--- src/rtl/quicksort_hoare_sorter_defines.svh ---
// Assertion macros for the quicksort sorter block.
// Used by files that hold concurrent checks; needs a clock i_clk and reset i_rst_n in scope.
`ifndef QUICKSORT_HOARE_SORTER_DEFINES_SVH
`define QUICKSORT_HOARE_SORTER_DEFINES_SVH

// same-cycle implication, disabled during reset
`define QHS_ASSERT_IMPL(lbl, ante, cons) \
    lbl: assert property (@(posedge i_clk) disable iff (!i_rst_n) (ante) |-> (cons)) \
        else $error("qhs: same-cycle check failed");

// next-cycle implication, disabled during reset
`define QHS_ASSERT_NEXT(lbl, ante, cons) \
    lbl: assert property (@(posedge i_clk) disable iff (!i_rst_n) (ante) |=> (cons)) \
        else $error("qhs: next-cycle check failed");

`endif

--- src/rtl/qhs_pkg.sv ---
// Shared constants for the quicksort sorter: default store depth and data width.
// No dependencies; imported by the RAM and the top level.
package qhs_pkg;

    localparam int DEPTH_DEFAULT      = 64;
    localparam int DATA_WIDTH_DEFAULT = 32;

endpackage

--- src/rtl/qhs_ram.sv ---
// Generic single-port-write, single-port-read RAM with registered read data.
// Depends on qhs_pkg for parameter defaults.
module qhs_ram #(
    parameter int WIDTH = qhs_pkg::DATA_WIDTH_DEFAULT,
    parameter int DEPTH = qhs_pkg::DEPTH_DEFAULT
) (
    input  logic                     i_clk,
    input  logic                     i_we,
    input  logic [$clog2(DEPTH)-1:0] i_waddr,
    input  logic [WIDTH-1:0]         i_wdata,
    input  logic [$clog2(DEPTH)-1:0] i_raddr,
    output logic [WIDTH-1:0]         o_rdata
);
    import qhs_pkg::*;

    logic [WIDTH-1:0] r_mem [DEPTH];
    logic [WIDTH-1:0] r_rdata;

    always_ff @(posedge i_clk) begin
        if (i_we) begin
            r_mem[i_waddr] <= i_wdata;
        end
        r_rdata <= r_mem[i_raddr];
    end

    assign o_rdata = r_rdata;

endmodule

--- src/rtl/quicksort_hoare_sorter.sv ---
// Load: one beat per cycle. Sort: Hoare partition on one shared signed comparator; each
// pointer step reads then compares an element, a swap writes both; run time is data
// dependent, quadratic in the worst case. Output: each beat is read, registered and held
// until taken before the next is read. Ready is low from the last input beat until the
// final result beat is taken. Reset (synchronous, active low) clears count, overflow flag,
// stack pointer and FSM; element and range stores are not cleared and need no clearing pass.
module quicksort_hoare_sorter #(
    parameter int DEPTH      = qhs_pkg::DEPTH_DEFAULT,
    parameter int DATA_WIDTH = qhs_pkg::DATA_WIDTH_DEFAULT
) (
    input  logic                         i_clk,
    input  logic                         i_rst_n,
    input  logic                         i_valid,
    output logic                         o_ready,
    input  logic signed [DATA_WIDTH-1:0] i_value,
    input  logic                         i_last_item,
    output logic                         o_valid,
    input  logic                         i_ready,
    output logic signed [DATA_WIDTH-1:0] o_sorted_value,
    output logic                         o_last_out,
    output logic                         o_overflowed
);
    import qhs_pkg::*;
    `include "quicksort_hoare_sorter_defines.svh"

    localparam int IW = $clog2(DEPTH);
    localparam int CW = $clog2(DEPTH + 1);
    localparam int PW = IW + 2;

    typedef enum logic [4:0] {
        S_LOAD, S_START, S_PIV_RD, S_PIV_GET, S_LOOP,
        S_L_RD, S_L_CHK, S_H_RD, S_H_CHK, S_SWAP_L, S_SWAP_H,
        S_PUSH1, S_PUSH2, S_POP, S_POP_GET,
        S_OUT_RD, S_OUT_GET, S_OUT_WAIT
    } t_state;

    t_state r_state, n_state;
    logic [CW-1:0]              r_count, n_count;
    logic                       r_ovf, n_ovf;
    logic [CW-1:0]              r_sp, n_sp;
    logic [CW-1:0]              r_k, n_k;
    logic [IW-1:0]              r_lo, n_lo, r_hi, n_hi;
    logic signed [PW-1:0]       r_l, n_l, r_h, n_h;
    logic [DATA_WIDTH-1:0]      r_pivot, n_pivot, r_vl, n_vl, r_vh, n_vh;
    logic                       r_o_valid, n_o_valid, r_o_last, n_o_last, r_o_ovf, n_o_ovf;
    logic [DATA_WIDTH-1:0]      r_o_data, n_o_data;

    logic                       el_we;
    logic [IW-1:0]              el_waddr, el_raddr;
    logic [DATA_WIDTH-1:0]      el_wdata, el_rdata;
    logic                       stk_we;
    logic [IW-1:0]              stk_waddr, stk_raddr;
    logic [2*IW-1:0]            stk_wdata, stk_rdata;

    logic signed [PW-1:0]       s_lo, s_hi, pa, pb;
    logic                       big_left, first_left, push_ok;
    logic [CW-1:0]              cnt_m1, sp_m1;
    logic [IW:0]                mid_sum;
    logic signed [DATA_WIDTH-1:0] cmp_a, cmp_b;
    logic                       cmp_lt;

    qhs_ram #(.WIDTH(DATA_WIDTH), .DEPTH(DEPTH)) u_elem_ram (
        .i_clk   (i_clk),
        .i_we    (el_we),
        .i_waddr (el_waddr),
        .i_wdata (el_wdata),
        .i_raddr (el_raddr),
        .o_rdata (el_rdata)
    );

    qhs_ram #(.WIDTH(2 * IW), .DEPTH(DEPTH)) u_stack_ram (
        .i_clk   (i_clk),
        .i_we    (stk_we),
        .i_waddr (stk_waddr),
        .i_wdata (stk_wdata),
        .i_raddr (stk_raddr),
        .o_rdata (stk_rdata)
    );

    assign s_lo    = $signed({2'b00, r_lo});
    assign s_hi    = $signed({2'b00, r_hi});
    assign cnt_m1  = r_count - CW'(1);
    assign sp_m1   = r_sp - CW'(1);
    assign mid_sum = {1'b0, r_lo} + {1'b0, r_hi};

    // shared signed comparator: element < pivot on the low scan, pivot < element on the high
    assign cmp_a  = (r_state == S_L_CHK) ? $signed(el_rdata) : $signed(r_pivot);
    assign cmp_b  = (r_state == S_L_CHK) ? $signed(r_pivot) : $signed(el_rdata);
    assign cmp_lt = cmp_a < cmp_b;

    // larger part goes on the stack first
    assign big_left   = (r_h - s_lo) > (s_hi - r_l);
    assign first_left = (r_state == S_PUSH1) ? big_left : !big_left;
    assign pa         = first_left ? s_lo : r_l;
    assign pb         = first_left ? r_h : s_hi;
    assign push_ok    = (pa < pb) && (r_sp < CW'(DEPTH));

    always_comb begin
        n_state   = r_state;
        n_count   = r_count;
        n_ovf     = r_ovf;
        n_sp      = r_sp;
        n_k       = r_k;
        n_lo      = r_lo;
        n_hi      = r_hi;
        n_l       = r_l;
        n_h       = r_h;
        n_pivot   = r_pivot;
        n_vl      = r_vl;
        n_vh      = r_vh;
        n_o_valid = r_o_valid;
        n_o_last  = r_o_last;
        n_o_ovf   = r_o_ovf;
        n_o_data  = r_o_data;
        el_we     = 1'b0;
        el_waddr  = r_count[IW-1:0];
        el_wdata  = i_value;
        el_raddr  = r_l[IW-1:0];
        stk_we    = 1'b0;
        stk_waddr = r_sp[IW-1:0];
        stk_wdata = {pa[IW-1:0], pb[IW-1:0]};
        stk_raddr = sp_m1[IW-1:0];
        case (r_state)
            S_LOAD: begin
                if (i_valid) begin
                    if (r_count < CW'(DEPTH)) begin
                        el_we   = 1'b1;
                        n_count = r_count + CW'(1);
                    end else begin
                        n_ovf = 1'b1;
                    end
                    if (i_last_item) begin
                        n_state = S_START;
                    end
                end
            end
            S_START: begin
                n_sp    = '0;
                n_lo    = '0;
                n_hi    = cnt_m1[IW-1:0];
                n_state = (r_count >= CW'(2)) ? S_PIV_RD : S_POP;
            end
            S_PIV_RD: begin
                el_raddr = mid_sum[IW:1];
                n_state  = S_PIV_GET;
            end
            S_PIV_GET: begin
                n_pivot = el_rdata;
                n_l     = s_lo;
                n_h     = s_hi;
                n_state = S_LOOP;
            end
            S_LOOP: begin
                n_state = (r_l <= r_h) ? S_L_RD : S_PUSH1;
            end
            S_L_RD: begin
                el_raddr = r_l[IW-1:0];
                n_state  = S_L_CHK;
            end
            S_L_CHK: begin
                if ((r_l < s_hi) && cmp_lt) begin
                    n_l     = r_l + PW'(1);
                    n_state = S_L_RD;
                end else begin
                    n_vl    = el_rdata;
                    n_state = S_H_RD;
                end
            end
            S_H_RD: begin
                el_raddr = r_h[IW-1:0];
                n_state  = S_H_CHK;
            end
            S_H_CHK: begin
                if ((r_h > s_lo) && cmp_lt) begin
                    n_h     = r_h - PW'(1);
                    n_state = S_H_RD;
                end else begin
                    n_vh    = el_rdata;
                    n_state = S_SWAP_L;
                end
            end
            S_SWAP_L: begin
                if (r_l <= r_h) begin
                    el_we    = 1'b1;
                    el_waddr = r_l[IW-1:0];
                    el_wdata = r_vh;
                    n_state  = S_SWAP_H;
                end else begin
                    n_state = S_LOOP;
                end
            end
            S_SWAP_H: begin
                el_we    = 1'b1;
                el_waddr = r_h[IW-1:0];
                el_wdata = r_vl;
                n_l      = r_l + PW'(1);
                n_h      = r_h - PW'(1);
                n_state  = S_LOOP;
            end
            S_PUSH1, S_PUSH2: begin
                if (push_ok) begin
                    stk_we = 1'b1;
                    n_sp   = r_sp + CW'(1);
                end
                n_state = (r_state == S_PUSH1) ? S_PUSH2 : S_POP;
            end
            S_POP: begin
                if (r_sp == '0) begin
                    n_k     = '0;
                    n_state = S_OUT_RD;
                end else begin
                    n_sp    = sp_m1;
                    n_state = S_POP_GET;
                end
            end
            S_POP_GET: begin
                n_lo    = stk_rdata[2*IW-1:IW];
                n_hi    = stk_rdata[IW-1:0];
                n_state = S_PIV_RD;
            end
            S_OUT_RD: begin
                el_raddr = r_k[IW-1:0];
                n_state  = S_OUT_GET;
            end
            S_OUT_GET: begin
                n_o_valid = 1'b1;
                n_o_data  = el_rdata;
                n_o_last  = (r_k == cnt_m1);
                n_o_ovf   = r_ovf;
                n_state   = S_OUT_WAIT;
            end
            S_OUT_WAIT: begin
                if (i_ready) begin
                    n_o_valid = 1'b0;
                    if (r_o_last) begin
                        n_count = '0;
                        n_ovf   = 1'b0;
                        n_state = S_LOAD;
                    end else begin
                        n_k     = r_k + CW'(1);
                        n_state = S_OUT_RD;
                    end
                end
            end
            default: begin
                n_state = S_LOAD;
            end
        endcase
    end

    always_ff @(posedge i_clk) begin
        if (!i_rst_n) begin
            r_state   <= S_LOAD;
            r_count   <= '0;
            r_ovf     <= 1'b0;
            r_sp      <= '0;
            r_o_valid <= 1'b0;
        end else begin
            r_state   <= n_state;
            r_count   <= n_count;
            r_ovf     <= n_ovf;
            r_sp      <= n_sp;
            r_o_valid <= n_o_valid;
        end
        r_k      <= n_k;
        r_lo     <= n_lo;
        r_hi     <= n_hi;
        r_l      <= n_l;
        r_h      <= n_h;
        r_pivot  <= n_pivot;
        r_vl     <= n_vl;
        r_vh     <= n_vh;
        r_o_last <= n_o_last;
        r_o_ovf  <= n_o_ovf;
        r_o_data <= n_o_data;
    end

    assign o_ready        = (r_state == S_LOAD);
    assign o_valid        = r_o_valid;
    assign o_sorted_value = $signed(r_o_data);
    assign o_last_out     = r_o_last;
    assign o_overflowed   = r_o_ovf;

    `QHS_ASSERT_IMPL(a_no_load_while_out, o_valid, !o_ready)
    `QHS_ASSERT_IMPL(a_count_bound, 1'b1, (r_count <= CW'(DEPTH)) && (r_sp <= CW'(DEPTH)))
    `QHS_ASSERT_NEXT(a_run_clears, o_valid && i_ready && o_last_out,
        (r_count == '0) && !r_ovf && o_ready)
    `QHS_ASSERT_IMPL(a_low_scan_in_range, r_state == S_L_RD, (r_l >= s_lo) && (r_l <= s_hi))
    `QHS_ASSERT_IMPL(a_high_scan_in_range, r_state == S_H_RD, (r_h >= s_lo) && (r_h <= s_hi))

endmodule
--- config.mk ---
export PLATFORM = sky130hd
export DESIGN_NAME = quicksort_hoare_sorter
export DESIGN_NICKNAME = d
export VERILOG_FILES = /design/src/rtl/qhs_pkg.sv /design/src/rtl/qhs_ram.sv /design/src/rtl/quicksort_hoare_sorter.sv
export VERILOG_INCLUDE_DIRS = /design/src /design/src/rtl
export SDC_FILE = /design/constraint.sdc
export NUM_CORES = 2
export LEC_CHECK = 0
export BUFFER_PORTS_ARGS = -buffer_cell sky130_fd_sc_hd__buf_2
export CAP_MARGIN = 20
export CORE_ASPECT_RATIO = 1.75
export CORE_MARGIN = 8
export CORE_UTILIZATION = 55
export DETAILED_ROUTE_END_ITERATION = 8
export HOLD_SLACK_MARGIN = 0.06
export PLACE_DENSITY = 0.78
export RECOVER_POWER = 100
export SETUP_SLACK_MARGIN = 0.1
export SLEW_MARGIN = 10
export SYNTH_ARGS = -nofsm -noshare
export SYNTH_HDL_FRONTEND = slang
export SYNTH_SLANG_ARGS = --single-unit
--- constraint.sdc ---
create_clock -name i_clk -period 8.82 [get_ports i_clk]
set_input_delay 0.882 -clock i_clk [delete_from_list [all_inputs] [get_ports i_clk]]
set_output_delay 0.882 -clock i_clk [all_outputs]
set_load 0.03 [all_outputs]
==> flow_summary.yaml <==
outcome:
  run_status: "complete, but fails checks"
  failed_checks: "max-capacitance violations, max-slew violations"
sta:
  worst_pin_slew_ns: 4.210
  setup_violations: 0
  setup_ws_ns: 0.4017
  report.final.hold_viol_count: 0
  hold_slack_ns: 0.3761
  final.setup.tns_ns: 0
  max_clock_freq_mhz: 118.8
  final_period_minus_worst_setup_slack_ns: 8.418
  final.period_utilization_pct: 95.45
  final_max_slew_viol_count: 4198
  relSlewSlack_pct: -180.7
  rsz0062_at_grt: "false"
  worst_clock_skew_ns: 0.07178
die:
  top_level_ports: 73
  die-height_um: 631.7
  die_w_um: 367.9
  die_area_um2: 232400
  floorplan.initialDensity_pct: 55.16
  core_outline_area_um2: 216000
  rows: 226
hold_path:
  hold-path-endpoint: "r_sp[1]"
  worstHoldStart: "i_rst_n"
  worst_hold_path_depth: 2
  hold_path.class: "primary input to flip-flop"
setup_path:
  critical_path.endpoint_type: "flip-flop"
  timing.rr.end: "u_elem_ram.r_mem[44][0]"
  data_required_time_at_the_worst_endpoint_ns: 9.31
  crit_type: "flip-flop to flip-flop"
  rr_startpoint: "r_h[1]"
  critical_path_arrival_ns: 8.91
  path_max_fanout: 40
  worst-r2r-setup-slack_ns: 0.40
  crit_path_start_kind: "flip-flop"
  timing.reg2reg.worst_path_depth: 15
logic_synthesis:
  synth_register_bits: 3046
  netlist_top_cells_area: "sky130_fd_sc_hd__edfxtp_1, sky130_fd_sc_hd__mux4_2, sky130_fd_sc_hd__mux2i_1"
  syn_nets: 5698
  netlist_instances: 5611
  post_synth.cell_area_avg_um2: 21.24
  yosysSeqAreaShare_pct: 76.22
  synthArstFlopShare_pct: 0
  synth_enable_flop_cells: 2981
  post-synth-top-area-fraction_pct: 75.12
  yosys_warnings: 0
  synth.cell_area_um2: 119200
  synthDominantAreaCellType: "sky130_fd_sc_hd__edfxtp_1"
  top_ff_cell_synth: "sky130_fd_sc_hd__edfxtp_1"
  yosysUniqueCellTypes: 85
clock_tree:
  htree_num_levels: 4
  clk_pin_slew_worst_paths_ns: 0.07
  clk_latency_ns: 0.91
  tritoncts: "built"
  cts-resized-gates: 0
  root_buffer: "sky130_fd_sc_hd__clkbuf_16"
  cts_buffer_depth: 4
  cts_hold_buf: 0
  post_cts.repair.setup_buffers: 0
  cts-buffers-inserted: 243
  clock-sinks: 3046
power_and_ir_drop:
  power_frac_seq_pct: 53.7
  power.share.clock_pct: 36.0
  static_power_due_to_leakage_uw: 0.04089
  power.share.combinational_pct: 10.3
  switching_power_uw: 7423
  cellPowerDensity_nw_per_um2: 235.4
  p_int_uw: 23530
  switching_share_pct: 23.98
  irDropWorstVdd_v: 0.0002677
global_route:
  total_track_usage_pct: 26.60
  initial_antenna_violation_count: 28
  grt_pass1_vias: 61891
  pin_count_of_the_biggest_net_entering_global_routing: 152
  grt_overflow: 0
  grt_pass1_wl_um: 447000
finish:
  syn_to_layout_area_delta_pct: 10.39
  final_cell_mix: "sky130_fd_sc_hd__edfxtp_1, sky130_fd_sc_hd__mux4_2, sky130_fd_sc_hd__nand2_1"
  final_core_utilization_pct: 60.89
  post_route_cells_drive_above_1_share_pct: 22.74
  layout.nets: 5986
  layout_commonest_cell: "sky130_fd_sc_hd__edfxtp_1"
drt:
  drc: 0
  drt-initial-drc-count: 8436
  firstDrtPassIters: 8
  vias_after_detailed_routing: 60795
  route.detailed.vias_per_inst: 6.785
  wirelength_um: 315600
  ant_nets: 0
  routedWlPerCell_um: 35.22
placement:
  post-dp-hpwl_um: 189000
  gp_congestion: 0.9487
  detailedPlace.worstSlack_ns: 1.022
  io_buffer_count: 72
run:
  maxCapViolCount: 89
==> per-stage QoR <==
stage / power, µW / cells / instance area [µm²]
3_5_place_dp: 20010 / 8500 / 124500
2_1_floorplan: 18560 / 5611 / 119200
3_3_place_gp: 19950 / 8491 / 124400
5_1_grt: 31580 / 8951 / 131500
6_report: 30960 / 8960 / 131500
4_1_cts: 30940 / 8945 / 132500
==> sequential cells by signal, indices dropped and copies added, names as in the netlist <==
register	count
u_elem_ram.o_rdata	32
r_ovf	1
r_pivot	32
r_lo	6
u_stack_ram.r_mem	768
r_hi	6
o_overflowed	1
r_k	7
r_l	8
o_last_out	1
o_sorted_value	32
r_sp	7
r_state	5
r_vh	32
r_count	7
r_vl	32
u_elem_ram.r_mem	2048
o_valid	1
u_stack_ram.o_rdata	12
r_h	8
==> metal layers <==
metal  GRT usage, %  vias to the layer above  wire length (µm)
met2          47.51                     4264            167100
met4          15.81                       14             23540
met5              0                        -               145
met3          3.924                     1023             25980
li1               -                    23907                 -
met1          30.31                    31587             98790
==> how the worst max path moves through the flow <==
stage / start / endpoint / slack, ns / depth (start not counted)
2_1_floorplan: r_lo[1] / u_stack_ram.r_mem[21][0] / 0.34 / 24
3_3_place_gp: r_l[2] / u_stack_ram.r_mem[22][4] / 1.02 / 27
3_5_place_dp: r_l[2] / u_stack_ram.r_mem[23][11] / 1.02 / 27
4_1_cts: r_l[2] / u_stack_ram.r_mem[23][1] / 0.99 / 27
5_1_grt: r_l[2] / u_stack_ram.r_mem[39][0] / 0.22 / 27
6_report: r_h[1] / u_elem_ram.r_mem[44][0] / 0.40 / 15
==> cell usage after synthesis (all sizes together) (4+ instances only) <==
cell / n
maj3: 18
o211ai: 11
nand3: 44
inv: 97
nor4: 7
a221o: 4
xnor2: 41
a21o: 15
o21bai: 5
or3: 7
clkbuf: 114
buf: 172
dfxtp: 65
nor2b: 34
nor3b: 7
a32oi: 125
and4: 32
o22ai: 4
nand2b: 21
a21oi: 48
ha: 47
nor2: 203
mux2i: 132
mux4: 764
and3: 9
a31oi: 9
a222oi: 36
o31ai: 4
nand3b: 5
edfxtp: 2981
o21a: 4
a221oi: 6
a22o: 8
a211oi: 7
nor3: 36
and2: 14
nand2: 332
nand4b: 5
nand4: 21
o221ai: 4
xor2: 27
o21ai: 47
==> critical path, stage by stage (launching register included) <==
cell                       delay, ns
sky130_fd_sc_hd__edfxtp_1       0.51
sky130_fd_sc_hd__inv_1          0.20
sky130_fd_sc_hd__ha_1           0.33
sky130_fd_sc_hd__nor2b_1        0.13
sky130_fd_sc_hd__o21a_1         0.12
sky130_fd_sc_hd__o21ai_0        0.12
sky130_fd_sc_hd__a31oi_1        0.61
sky130_fd_sc_hd__nor4_2         0.11
sky130_fd_sc_hd__o211ai_1       0.27
sky130_fd_sc_hd__clkbuf_1       1.71
sky130_fd_sc_hd__a222oi_1       0.61
sky130_fd_sc_hd__clkbuf_1       0.38
sky130_fd_sc_hd__nor2_1         0.16
sky130_fd_sc_hd__nand2_1        0.39
sky130_fd_sc_hd__nor2_1         1.55
sky130_fd_sc_hd__clkbuf_2       0.78
==> cells by family (layout without fill, tap and decap cells) <==
logic type      after synthesis  after routing  synth area share (%)
compound gates              362            362                 2.372
xor+xnor                     68             68                0.5061
fa+ha+maj                    68             68                0.6951
buf+inv                     384            872                 1.514
flops                      3046           3046                 76.22
mux                         899            899                 15.58
other cells                   0             11                     0
simple gates                784            784                 3.119
==> area by class of cell <==
class                   instances  area, µm²
diodes                         11      27.53
inverters                      98      371.6
multi-input cells            2181      26920
well taps                    2850       3566
flip-flops and latches       3046      90820
clock buffers                 279       6289
clock inverters               166       1705
repair buffers                329       1837
fillers                     14362      84500
==> power by group through the flow <==
stage | logic, µW | clock network (µW) | registers, µW
3_5_place_dp | 3160 | 0 | 16800
3_3_place_gp | 3110 | 0 | 16800
6_report | 3200 | 11100 | 16600
2_1_floorplan | 1770 | 0 | 16800
5_1_grt | 3270 | 11700 | 16600
4_1_cts | 3200 | 11200 | 16500
(Power assumes the default switching activity.)
